$ cat src/rtl/core/bspc_pkg.sv
package bspc_pkg;

  localparam int WORDS     = 64;
  localparam int WORD_BITS = 32;
  localparam int BIT_AW    = $clog2(WORD_BITS);
  localparam int WORD_AW   = (WORDS > 1) ? $clog2(WORDS) : 1;
  localparam int INDEX_W   = 16;
  localparam int WIDX_W    = INDEX_W - BIT_AW;
  localparam int LIST_W    = 11;
  localparam int COUNT_W   = 12;
  localparam int CAPACITY  = WORDS * WORD_BITS;

  localparam logic [WIDX_W:0] WORDS_L = (WIDX_W + 1)'(WORDS);

  typedef enum logic [1:0] {
    MODE_SET   = 2'd0,
    MODE_CLEAR = 2'd1,
    MODE_TEST  = 2'd2,
    MODE_LIST  = 2'd3
  } mode_e;

  // Commands from the controller to the datapath.
  typedef struct packed {
    logic accept;    // capture the word and start the store read
    logic finish;    // produce the single result, write back set or clear
    logic load_rem;  // load the word to be listed
    logic emit;      // report the lowest remaining set bit
  } cmd_t;

  // Status from the datapath to the controller.
  typedef struct packed {
    logic slot_free; // output register can take a result this cycle
    logic multi;     // listing a non-empty word inside the store
    logic rem_last;  // the lowest remaining bit is the final one
  } status_t;

endpackage

$ cat src/rtl/core/bspc_if.sv
interface bspc_in_if import bspc_pkg::*; ();
  logic               valid;
  logic               ready;
  logic [1:0]         mode;
  logic [INDEX_W-1:0] bit_addr;

  modport source (output valid, output mode, output bit_addr, input ready);
  modport sink   (input valid, input mode, input bit_addr, output ready);
endinterface

interface bspc_out_if import bspc_pkg::*; ();
  logic               valid;
  logic               ready;
  logic               found;
  logic [LIST_W-1:0]  listed_index;
  logic [COUNT_W-1:0] set_count;
  logic               out_of_range;
  logic               last;

  modport source (output valid, output found, output listed_index, output set_count,
                  output out_of_range, output last, input ready);
  modport sink   (input valid, input found, input listed_index, input set_count,
                  input out_of_range, input last, output ready);
endinterface

$ cat src/rtl/core/bspc_ctrl.sv
module bspc_ctrl import bspc_pkg::*; (
  input  logic    clk_i,
  input  logic    rst_ni,
  input  logic    in_accept_i,
  input  status_t status_i,
  output cmd_t    cmd_o,
  output logic    in_ready_o
);

  typedef enum logic [1:0] {
    ST_IDLE,
    ST_READ,
    ST_EMIT
  } state_e;

  state_e state_q, state_d;
  logic   ready_q;

  always_comb begin
    state_d = state_q;
    cmd_o   = '0;
    unique case (state_q)
      ST_IDLE: begin
        if (in_accept_i) begin
          cmd_o.accept = 1'b1;
          state_d      = ST_READ;
        end
      end
      ST_READ: begin
        if (status_i.multi) begin
          cmd_o.load_rem = 1'b1;
          state_d        = ST_EMIT;
        end else if (status_i.slot_free) begin
          cmd_o.finish = 1'b1;
          state_d      = ST_IDLE;
        end
      end
      ST_EMIT: begin
        if (status_i.slot_free) begin
          cmd_o.emit = 1'b1;
          if (status_i.rem_last) begin
            state_d = ST_IDLE;
          end
        end
      end
      default: state_d = ST_IDLE;
    endcase
  end

  always_ff @(posedge clk_i or negedge rst_ni) begin
    if (!rst_ni) begin
      state_q <= ST_IDLE;
      ready_q <= 1'b1;
    end else begin
      state_q <= state_d;
      ready_q <= (state_d == ST_IDLE);
    end
  end

  assign in_ready_o = ready_q;

endmodule

$ cat src/rtl/core/bspc_dp.sv
module bspc_dp import bspc_pkg::*; (
  input  logic               clk_i,
  input  logic               rst_ni,
  input  cmd_t               cmd_i,
  output status_t            status_o,
  input  logic [1:0]         in_mode_i,
  input  logic [INDEX_W-1:0] in_bit_addr_i,
  output logic               out_valid_o,
  input  logic               out_ready_i,
  output logic               out_found_o,
  output logic [LIST_W-1:0]  out_listed_index_o,
  output logic [COUNT_W-1:0] out_set_count_o,
  output logic               out_out_of_range_o,
  output logic               out_last_o
);

  logic [WORD_BITS-1:0] mem_q [WORDS];
  logic [WORDS-1:0]     vld_q;

  mode_e                mode_q;
  logic [INDEX_W-1:0]   idx_q;
  logic [WORD_BITS-1:0] rd_q;
  logic                 rdv_q;
  logic [WORD_BITS-1:0] rem_q;
  logic [COUNT_W-1:0]   count_q, count_d;

  logic                 ov_q;
  logic                 of_q, oor_q, olast_q;
  logic [LIST_W-1:0]    oidx_q;
  logic [COUNT_W-1:0]   ocnt_q;

  logic [WORD_AW-1:0]   in_addr;
  logic [WIDX_W-1:0]    word_idx;
  logic [WORD_AW-1:0]   addr;
  logic [BIT_AW-1:0]    bit_sel;
  logic                 in_store;
  logic [WORD_BITS-1:0] cur, mask, low, rem_nxt;
  logic                 bit_val;
  logic [BIT_AW-1:0]    pos;
  logic [INDEX_W-1:0]   full_idx;
  logic                 we;
  logic [WORD_BITS-1:0] wdata;
  logic                 load;
  logic                 r_found, r_oor, r_last;
  logic [LIST_W-1:0]    r_idx;

  assign in_addr  = in_bit_addr_i[BIT_AW +: WORD_AW];
  assign word_idx = idx_q[INDEX_W-1:BIT_AW];
  assign addr     = idx_q[BIT_AW +: WORD_AW];
  assign bit_sel  = idx_q[BIT_AW-1:0];
  assign in_store = ({1'b0, word_idx} < WORDS_L);
  // A word never written since reset reads as zero.
  assign cur      = rdv_q ? rd_q : '0;
  assign mask     = WORD_BITS'(1) << bit_sel;
  assign bit_val  = |(cur & mask);

  // Lowest set bit of the remaining word, as a one-hot and as a position.
  assign low     = rem_q & (~rem_q + WORD_BITS'(1));
  assign rem_nxt = rem_q & ~low;
  always_comb begin
    pos = '0;
    for (int j = 0; j < WORD_BITS; j++) begin
      if (low[j]) begin
        pos = pos | BIT_AW'(j);
      end
    end
  end
  assign full_idx = {word_idx, pos};

  always_comb begin
    we      = 1'b0;
    wdata   = cur;
    count_d = count_q;
    r_found = 1'b0;
    r_oor   = 1'b0;
    r_last  = 1'b1;
    r_idx   = '0;
    if (cmd_i.finish) begin
      case (mode_q)
        MODE_SET: begin
          r_oor = !in_store;
          if (in_store && !bit_val) begin
            we      = 1'b1;
            wdata   = cur | mask;
            count_d = count_q + COUNT_W'(1);
          end
        end
        MODE_CLEAR: begin
          if (in_store && bit_val) begin
            we      = 1'b1;
            wdata   = cur & ~mask;
            count_d = count_q - COUNT_W'(1);
          end
        end
        MODE_TEST: r_found = in_store && bit_val;
        default:   r_oor   = !in_store;
      endcase
    end else if (cmd_i.emit) begin
      r_found = 1'b1;
      r_idx   = full_idx[LIST_W-1:0];
      r_last  = (rem_nxt == '0);
    end
  end

  assign load = cmd_i.finish | cmd_i.emit;

  always_ff @(posedge clk_i) begin
    if (we) begin
      mem_q[addr] <= wdata;
    end
    if (cmd_i.accept) begin
      rd_q <= mem_q[in_addr];
    end
  end

  always_ff @(posedge clk_i or negedge rst_ni) begin
    if (!rst_ni) begin
      vld_q   <= '0;
      count_q <= '0;
      ov_q    <= 1'b0;
    end else begin
      if (we) begin
        vld_q[addr] <= 1'b1;
      end
      count_q <= count_d;
      if (load) begin
        ov_q <= 1'b1;
      end else if (out_ready_i) begin
        ov_q <= 1'b0;
      end
    end
  end

  always_ff @(posedge clk_i) begin
    if (cmd_i.accept) begin
      mode_q <= mode_e'(in_mode_i);
      idx_q  <= in_bit_addr_i;
      rdv_q  <= vld_q[in_addr];
    end
    if (cmd_i.load_rem) begin
      rem_q <= cur;
    end else if (cmd_i.emit) begin
      rem_q <= rem_nxt;
    end
    if (load) begin
      of_q    <= r_found;
      oidx_q  <= r_idx;
      ocnt_q  <= count_d;
      oor_q   <= r_oor;
      olast_q <= r_last;
    end
  end

  assign status_o.slot_free = !ov_q || out_ready_i;
  assign status_o.multi     = (mode_q == MODE_LIST) && in_store && (cur != '0);
  assign status_o.rem_last  = (rem_nxt == '0);

  assign out_valid_o        = ov_q;
  assign out_found_o        = of_q;
  assign out_listed_index_o = oidx_q;
  assign out_set_count_o    = ocnt_q;
  assign out_out_of_range_o = oor_q;
  assign out_last_o         = olast_q;

endmodule

$ cat src/rtl/core/bitset_store_with_popcount.sv
// Bitmap of 64 words of 32 bits with a running count of set bits. Each input
// word sets, clears or tests one bit, or lists the set bits of the word that
// holds the index, lowest first, with last marking the final result. Set,
// clear and test do a store read, then result and write-back; a list does a
// store read, then emits each set bit, paced by the output register.
// A new input word is taken once the previous one has placed its final
// result in the output register. The store reads as zero from reset through
// per-word valid flags, so no clearing pass is needed. Setting a bit beyond
// the store, or listing such a word, flags out_of_range and changes nothing.
module bitset_store_with_popcount import bspc_pkg::*; (
  input  logic            clk_i,
  input  logic            rst_ni,
  bspc_in_if.sink         in_i,
  bspc_out_if.source      out_o
);

  cmd_t    cmd;
  status_t status;
  logic    in_ready;
  logic    in_accept;

  assign in_i.ready = in_ready;
  assign in_accept  = in_i.valid && in_ready;

  bspc_ctrl u_ctrl (
    .clk_i       (clk_i),
    .rst_ni      (rst_ni),
    .in_accept_i (in_accept),
    .status_i    (status),
    .cmd_o       (cmd),
    .in_ready_o  (in_ready)
  );

  bspc_dp u_dp (
    .clk_i              (clk_i),
    .rst_ni             (rst_ni),
    .cmd_i              (cmd),
    .status_o           (status),
    .in_mode_i          (in_i.mode),
    .in_bit_addr_i      (in_i.bit_addr),
    .out_valid_o        (out_o.valid),
    .out_ready_i        (out_o.ready),
    .out_found_o        (out_o.found),
    .out_listed_index_o (out_o.listed_index),
    .out_set_count_o    (out_o.set_count),
    .out_out_of_range_o (out_o.out_of_range),
    .out_last_o         (out_o.last)
  );

  a_cmd_onehot : assert property (@(posedge clk_i) disable iff (!rst_ni)
    $onehot0({cmd.accept, cmd.finish, cmd.load_rem, cmd.emit}))
    else $error("controller issued more than one command");

  a_busy_after_accept : assert property (@(posedge clk_i) disable iff (!rst_ni)
    in_accept |=> !in_ready)
    else $error("input taken again before the word was processed");

  a_result_has_slot : assert property (@(posedge clk_i) disable iff (!rst_ni)
    (cmd.finish || cmd.emit) |-> status.slot_free)
    else $error("result loaded while the output register was occupied");

  a_count_bound : assert property (@(posedge clk_i) disable iff (!rst_ni)
    out_o.valid |-> (32'(out_o.set_count) <= 32'(CAPACITY)))
    else $error("set count exceeds the store capacity");

endmodule
$ cat src/flat_wrapper.sv
// flat-port wrapper written by rule: the top's interface ports become plain ports
module bitset_store_with_popcount_flat import bspc_pkg::*;
  (clk_i, rst_ni, in_i_valid, in_i_mode, in_i_bit_addr, in_i_ready, out_o_valid, out_o_found, out_o_listed_index, out_o_set_count, out_o_out_of_range, out_o_last, out_o_ready);
  bspc_in_if in_i_i ();
  bspc_out_if out_o_i ();
  input  logic clk_i;
  input  logic rst_ni;
  input wire logic [$bits(in_i_i.valid)-1:0] in_i_valid;
  input wire logic [$bits(in_i_i.mode)-1:0] in_i_mode;
  input wire logic [$bits(in_i_i.bit_addr)-1:0] in_i_bit_addr;
  output wire logic [$bits(in_i_i.ready)-1:0] in_i_ready;
  output wire logic [$bits(out_o_i.valid)-1:0] out_o_valid;
  output wire logic [$bits(out_o_i.found)-1:0] out_o_found;
  output wire logic [$bits(out_o_i.listed_index)-1:0] out_o_listed_index;
  output wire logic [$bits(out_o_i.set_count)-1:0] out_o_set_count;
  output wire logic [$bits(out_o_i.out_of_range)-1:0] out_o_out_of_range;
  output wire logic [$bits(out_o_i.last)-1:0] out_o_last;
  input wire logic [$bits(out_o_i.ready)-1:0] out_o_ready;
  assign in_i_i.valid = in_i_valid;
  assign in_i_i.mode = in_i_mode;
  assign in_i_i.bit_addr = in_i_bit_addr;
  assign in_i_ready = in_i_i.ready;
  assign out_o_valid = out_o_i.valid;
  assign out_o_found = out_o_i.found;
  assign out_o_listed_index = out_o_i.listed_index;
  assign out_o_set_count = out_o_i.set_count;
  assign out_o_out_of_range = out_o_i.out_of_range;
  assign out_o_last = out_o_i.last;
  assign out_o_i.ready = out_o_ready;
  bitset_store_with_popcount u_core (.clk_i(clk_i), .rst_ni(rst_ni), .in_i(in_i_i), .out_o(out_o_i));
endmodule
$ cat config.mk
export PLATFORM = sky130hd
export DESIGN_NAME = bitset_store_with_popcount_flat
export DESIGN_NICKNAME = d
export VERILOG_FILES = /design/src/rtl/core/bspc_pkg.sv /design/src/rtl/core/bspc_if.sv /design/src/rtl/core/bspc_ctrl.sv /design/src/rtl/core/bspc_dp.sv /design/src/rtl/core/bitset_store_with_popcount.sv /design/src/flat_wrapper.sv
export SDC_FILE = /design/constraint.sdc
export NUM_CORES = 2
export LEC_CHECK = 0
export ABC_AREA = 0
export BUFFER_PORTS_ARGS = -buffer_cell sky130_fd_sc_hd__buf_2
export CAP_MARGIN = 20
export CORE_MARGIN = 2
export CORE_UTILIZATION = 35
export DETAILED_ROUTE_END_ITERATION = 8
export PLACE_DENSITY = 0.56
export SLEW_MARGIN = 10
export SYNTH_ARGS = -nofsm -noshare
export SYNTH_HDL_FRONTEND = slang
export SYNTH_HIERARCHICAL = 1
export SYNTH_SLANG_ARGS = --single-unit
$ cat constraint.sdc
create_clock -name clk_i -period 20.6 [get_ports clk_i]
set_input_delay 2.06 -clock clk_i [delete_from_list [all_inputs] [get_ports clk_i]]
set_output_delay 2.06 -clock clk_i [all_outputs]
set_load 0.05 [all_outputs]
Word level (Yosys, flattened, before mapping)
Memory sizes are Yosys's and may differ from the RTL's. A register that Yosys moved wholly into a read port is not among the register bits.
Index checks and enable logic that the tools add are counted.
Word-level totals
  RAM bits: 2048
  output and inout port bits: 28
  register bits after elaboration: 157
  input port bits: 22
  memories kept: 1
  logic and storage cells: 165
Memory list
  u_core.u_dp.mem_q: words 64, bits a word 32, rd ports 1, clocked after Yosys merged registers in 1, wr ports 1, line bspc_dp.sv:17  | logic [WORD_BITS-1:0] mem_q [WORDS];
Cells by class
  bitwise gates (word level): 10
  add/sub/neg operators: 3
  muxes and demuxes: 108
  equality and inequality tests: 5
  shift-type cells: 1
  $lt $le $gt $ge: 4
  reductions and logical operators: 19
Operators by type and width (number)
  $mux W32: 12
  $and A32 B32 Y32: 4
  $mux W12: 8
  $not A32 Y32: 3
  $mux W5: 16
  $or A64 B64 Y64: 1
  $pmux W32 S2: 1
  $mux W1: 37
  $add A32 B1 Y32 const B: 1
  $logic_not A32 Y1: 1
  $mux W4: 8
  $or A32 B32 Y32: 1
  $reduce_bool A32 Y1: 1
  $reduce_or A32 Y1: 1
  $shl A1 B5 Y32 const A: 1
  $mux W2: 15
  $pmux W12 S2: 1
  $mux W11: 2
  $lt A6 B7 Y1 const B: 2
  $add A12 B1 Y12 const B: 1
  $mux W3: 4
  $sub A12 B1 Y12 const B: 1
  $lt A11 B7 Y1 const B: 1
  $bmux W1 S6: 1
  other kinds (13): 26

Logic depth before layout (Yosys ltp)
  word-level depth: 36
  mapped depth: 13
  mapped depth without buffers: 12

Modules after synthesis
Netlist, hierarchy kept.
Modules (own cells, without submodules)
  bspc_dp: times used 1, seq. area each 66699.0 sq um, cells each 3843, area an instance 87462.6 sq um
  bspc_ctrl: times used 1, seq. area each 76.3 sq um, cells each 20, area an instance 192.7 sq um
  bitset_store_with_popcount: times used 1, seq. area each 0.0 sq um, cells each 1, area an instance 6.3 sq um

Worst setup path after synthesis
No wires, ideal clock.
  path kind: input to register
  start: in out_o_ready
  end: mem u_core.u_dp.mem_q[0][0], data pin
  required time: 19.695 ns
  path slack: 13.005 ns
  buffers on the path: 1
  setup time: 0.905 ns
  arrival time: 6.691 ns
  cell stages on the path: 6
  cell sequence: nand2b_1 -> nor2b_1 -> and3b_1 -> clkbuf_1 -> nand2_1 -> o41ai_1
RTL lines
  from (decl): line flat_wrapper.sv:18  | input wire logic [$bits(out_o_i.ready)-1:0] out_o_ready;
  to (decl): line bspc_dp.sv:17

==> impl_results.html <==
<table>
<tr><th>Metric</th><th>Value</th></tr>
<tr><th colspan="2">Outcome</th></tr>
<tr><td>Outcome</td><td>complete, no violations</td></tr>
<tr><th colspan="2">Global route</th></tr>
<tr><td>Vias in the first global route</td><td>~43000</td></tr>
<tr><td>Largest net degree at the start of global routing</td><td>124</td></tr>
<tr><td>Antenna violations before repair</td><td>9</td></tr>
<tr><td>Residual overflow from global routing</td><td>0</td></tr>
<tr><td>Wire length of the first global-routing pass</td><td>335 mm</td></tr>
<tr><td>Total GRT Usage</td><td>18.5%</td></tr>
<tr><th colspan="2">Synth</th></tr>
<tr><td>Synth cell count leaders</td><td>2157 x edfxtp_1, 687 x mux4_2, 128 x clkbuf_1</td></tr>
<tr><td>Area fraction of the dominant cell type after synthesis</td><td>approximately three quarters</td></tr>
<tr><td>Syn Std Cell Area</td><td>between 80000 and 90000 um^2</td></tr>
<tr><td>Cell types with the largest area share after synthesis</td><td>edfxtp_1 74%, mux4_2 18%, dfrtp_1 2.3%</td></tr>
<tr><td>Mean instance size in the synthesized netlist</td><td>between 20 and 25 um^2</td></tr>
<tr><td>Cell type with the highest aggregate area in the netlist</td><td>edfxtp_1</td></tr>
<tr><td>Primary FF master, synth</td><td>edfxtp_1</td></tr>
<tr><td>Register bit count reported by yosys</td><td>between 2000 and 2500</td></tr>
<tr><td>Yosys warnings</td><td>6</td></tr>
<tr><td>Synthesized netlist net count</td><td>between 3000 and 4000</td></tr>
<tr><td>Portion of the post-synthesis area used by sequential elements</td><td>between 70% and 80%</td></tr>
<tr><td>Count of unique library cells instantiated by Yosys</td><td>87</td></tr>
<tr><td>Synth async-reset ratio</td><td>under 10%</td></tr>
<tr><td>Synth Instances</td><td>just under 4000</td></tr>
<tr><td>Number of enable flip-flop cells after synthesis</td><td>approximately 2200</td></tr>
<tr><td>Most frequent cell after synthesis</td><td>edfxtp_1</td></tr>
<tr><th colspan="2">Clock network</th></tr>
<tr><td>CTS root buf</td><td>clkbuf_16</td></tr>
<tr><td>H-tree lvl count</td><td>4</td></tr>
<tr><td>Clock Path Buffers</td><td>3</td></tr>
<tr><td>Clock tree from TritonCTS</td><td>built</td></tr>
<tr><td># Post-CTS Setup Buffers</td><td>0</td></tr>
<tr><td>Clk slew on worst S/H paths</td><td>around 0.060 ns</td></tr>
<tr><td>Post-CTS resize count</td><td>0</td></tr>
<tr><td>Number of buffers inserted during clock tree synthesis</td><td>~220</td></tr>
<tr><td>Sinks on the clock net</td><td>2237</td></tr>
<tr><td>Hold Buf Count CTS</td><td>0</td></tr>
<tr><td>Clock network latency to the later pin of the worst-skew pair</td><td>approximately 0.88 ns</td></tr>
<tr><th colspan="2">STA</th></tr>
<tr><td>RSZ-0062 raised after global routing</td><td>false</td></tr>
<tr><td>Clk_skew</td><td>about 0.045 ns</td></tr>
<tr><td>Worst path setup slack after routing</td><td>around 15 ns</td></tr>
<tr><td>Crit path time final</td><td>around 6.0 ns</td></tr>
<tr><td>Fmax achieved</td><td>167 MHz</td></tr>
<tr><td>Final hold viol count</td><td>0</td></tr>
<tr><td>Share of the cycle needed by the critical path after routing</td><td>between 20% and 30%</td></tr>
<tr><td>Total of endpoints with negative setup slack in the final report</td><td>0</td></tr>
<tr><td>Transition time of the tightest slew-check pin</td><td>1.14 ns</td></tr>
<tr><td>Sum of negative setup slack</td><td>0 ns</td></tr>
<tr><td>Final Max Slew Viols</td><td>0</td></tr>
<tr><td>Slew margin rel.</td><td>roughly a quarter</td></tr>
<tr><th colspan="2">Placed design</th></tr>
<tr><td>Pre-CTS setup slack</td><td>roughly 14 ns</td></tr>
<tr><td>Post-DP HPWL</td><td>between 100 and 150 mm</td></tr>
<tr><td>Final weighted congestion in routability-driven placement</td><td>0.845</td></tr>
<tr><td>Port Buffers</td><td>49</td></tr>
<tr><th colspan="2">Setup path</th></tr>
<tr><td>Critical path required time</td><td>21.20 ns</td></tr>
<tr><td>Most repeated library cell on the critical path</td><td>mux4_2</td></tr>
<tr><td>Arrival @ worst endpoint</td><td>6.59 ns</td></tr>
<tr><td>Crit end category</td><td>register</td></tr>
<tr><td>Critical-path maximum fanout</td><td>between 100 and 150</td></tr>
<tr><td>Critical Path, Cell by Cell</td><td>buf_8, buf_12, buf_4, buf_4, mux4_2, mux4_2, mux4_2</td></tr>
<tr><td>Max stage delay cell, worst path</td><td>buf_4</td></tr>
<tr><td>Max incr delay on CP</td><td>0.85 ns</td></tr>
<tr><td>Worst Setup Start Kind</td><td>input pin</td></tr>
<tr><td>Crit path kind</td><td>in -&gt; reg</td></tr>
<tr><th colspan="2">Die</th></tr>
<tr><td>Initial Utilization</td><td>a little over a third</td></tr>
<tr><td>Number of top-level pins</td><td>50</td></tr>
<tr><td>Width of the chip</td><td>504 um</td></tr>
<tr><td>Die boundary height</td><td>slightly above 500 um</td></tr>
<tr><td>Die area</td><td>254000 um^2</td></tr>
<tr><td>Core Footprint</td><td>~250000 um^2</td></tr>
<tr><td>Placement Rows</td><td>around 180</td></tr>
<tr><th colspan="2">Detailed routing</th></tr>
<tr><td>WL final</td><td>238 mm</td></tr>
<tr><td>Detailed Route Iter0 Violations</td><td>around 5300</td></tr>
<tr><td>Remaining antenna violation count after routing</td><td>0</td></tr>
<tr><td>Mean routed wirelength per cell</td><td>between 30 and 40 um</td></tr>
<tr><td>DRC violations left</td><td>0</td></tr>
<tr><td>Detailed Routing Iterations Pass 1</td><td>6</td></tr>
<tr><td>Via count of the routed design</td><td>42800</td></tr>
<tr><td>Number of vias per cell after detailed routing</td><td>roughly 5.6</td></tr>
<tr><th colspan="2">Final layout</th></tr>
<tr><td>Filler cell count in the final layout</td><td>about 22000</td></tr>
<tr><td>Layout-stage area growth over the synthesis result</td><td>14.5%</td></tr>
<tr><td>Fraction of layout instances using a drive strength above 1</td><td>30.9%</td></tr>
<tr><td>Fin nets</td><td>about 4100</td></tr>
<tr><th colspan="2">Run</th></tr>
<tr><td>Max-cap violation count</td><td>0</td></tr>
<tr><th colspan="2">Power and ir drop</th></tr>
<tr><td>Worst vdd rail ir drop</td><td>0.0000820 V</td></tr>
<tr><td>Reported leakage power</td><td>a little over 30 nW</td></tr>
<tr><td>Power Dens Cells</td><td>about 100 nW/um^2</td></tr>
<tr><th colspan="2">Worst hold path</th></tr>
<tr><td>Classification of the worst-slack hold path</td><td>reg -&gt; reg</td></tr>
</table>
## sequential cells by signal (all words and copies together) (netlist names)
signal / count
u_core/u_dp/mode_q: 2
u_core/u_dp/rdv_q: 1
u_core/u_dp/out_listed_index_o: 11
u_core/u_dp/count_q: 12
u_core/u_dp/idx_q: 16
u_core/u_dp/rem_q: 32
u_core/u_dp/out_found_o: 1
u_core/u_ctrl/state_q: 2
u_core/u_dp/vld_q: 64
u_core/u_dp/mem_q: 2048
u_core/u_dp/out_valid_o: 1
u_core/u_ctrl/in_ready_o: 1
u_core/u_dp/out_last_o: 1
u_core/u_dp/out_out_of_range_o: 1
u_core/u_dp/out_set_count_o: 12
u_core/u_dp/rd_q: 32
## cells by family after synthesis
| group | synth area share [%] |
|---|---|
| fa+ha+maj | 0.0514 |
| flops | 76.2 |
| xor+xnor | 0.0699 |
| mux | 18.0 |
| simple gates | 2.30 |
| compound gates | 2.30 |
| buf+inv | 1.13 |
## stage by stage
step / area, um^2 / cells / hold slack, ns / util, % / power [W]
final: 100000 / 7586 / 0.467 / 40.3 / 0.0102
after global placement: 93100 / 7155 / 0.452 / 37.4 / 0.00624
after CTS: 100000 / 7573 / 0.472 / 40.3 / 0.0103
after global routing: 100000 / 7577 / 0.483 / 40.3 / 0.0105
after floorplan: 87700 / 3864 / 0.437 / - / 0.00588
after detailed placement: 93100 / 7155 / 0.458 / 37.4 / 0.00627
## worst paths after layout
path / startpoint / end / slack [ns] / cells past startpoint
min in group asynchronous: rst_ni / u_core/u_dp/count_q[0] / 1.07 / 1
max reg2reg: u_core/u_dp/idx_q[3] / u_core/u_dp/mem_q[22][19] / 14.88 / 9
min: u_core/u_dp/vld_q[27] / u_core/u_dp/vld_q[27] / 0.47 / 1
max: in_i_bit_addr[6] / u_core/u_dp/rd_q[7] / 14.61 / 7
min reg2reg: u_core/u_dp/vld_q[27] / u_core/u_dp/vld_q[27] / 0.47 / 1
max in group asynchronous: rst_ni / u_core/u_dp/vld_q[12] / 18.91 / 2
## metal layers
| metal | GRT usage [%] | vias up | wire [um] |
|---|---|---|---|
| met3 | 2.96 | 382 | 15300 |
| met4 | 6.18 | 8 | 7650 |
| li1 | - | 17000 | - |
| met5 | 0 | - | 55 |
| met2 | 29.8 | 1631 | 115000 |
| met1 | 25.7 | 23800 | 100000 |
## area by class of cell
type / count / area, um^2 / area share (%)
Sequential cell: 2237 / 66800 / 66.5
Multi-Input combinational cell: 1392 / 20800 / 20.7
Clock inverter: 143 / 1370 / 1.36
Clock buffer: 275 / 5830 / 5.81
Tap cell: 3330 / 4170 / 4.15
Timing Repair Buffer: 181 / 1370 / 1.36
Inverter: 17 / 63.8 / 0.0636
Antenna cell: 11 / 27.5 / 0.0274
## placed cells by master (no fill, tap or decap), types with 7 or more instances in the layout
cell and n:
nand4_1 13, buf_4 128, nand3_1 59, diode_2 11
buf_2 42, bufinv_16 20, o311ai_0 20, nor4_1 21
nand2_1 69, nor2_1 49, clkbuf_16 225, nand2b_1 13
and2_1 10, nor2b_1 14, a32oi_1 11, o21ai_0 51
clkinv_2 43, nand3b_1 11, inv_1 17, o21ai_4 11
mux4_2 687, clkbuf_1 49, o21bai_1 63, dfrtp_1 79
mux2i_1 20, or3_1 7, clkinv_1 58, a211oi_1 8
o31ai_4 13, nor3_1 23, a21oi_1 20, o31ai_1 8
edfxtp_1 2157, nor2_4 64
## critical path: cells and delay by family
kind	cells	cell delay, ns
buffers and inverters	4	2.85
multiplexers	3	1.39
## power breakdown
part	internal (W)	switching [W]	leakage, nW	total, W
Clock	0.00226	0.00175	3.51	0.00401
Sequential	0.00523	0.0000826	20.8	0.00531
Combinational	0.000230	0.000626	6.66	0.000856
Total	0.00772	0.00246	31.0	0.0102
Power figures use the tool's default switching activity.
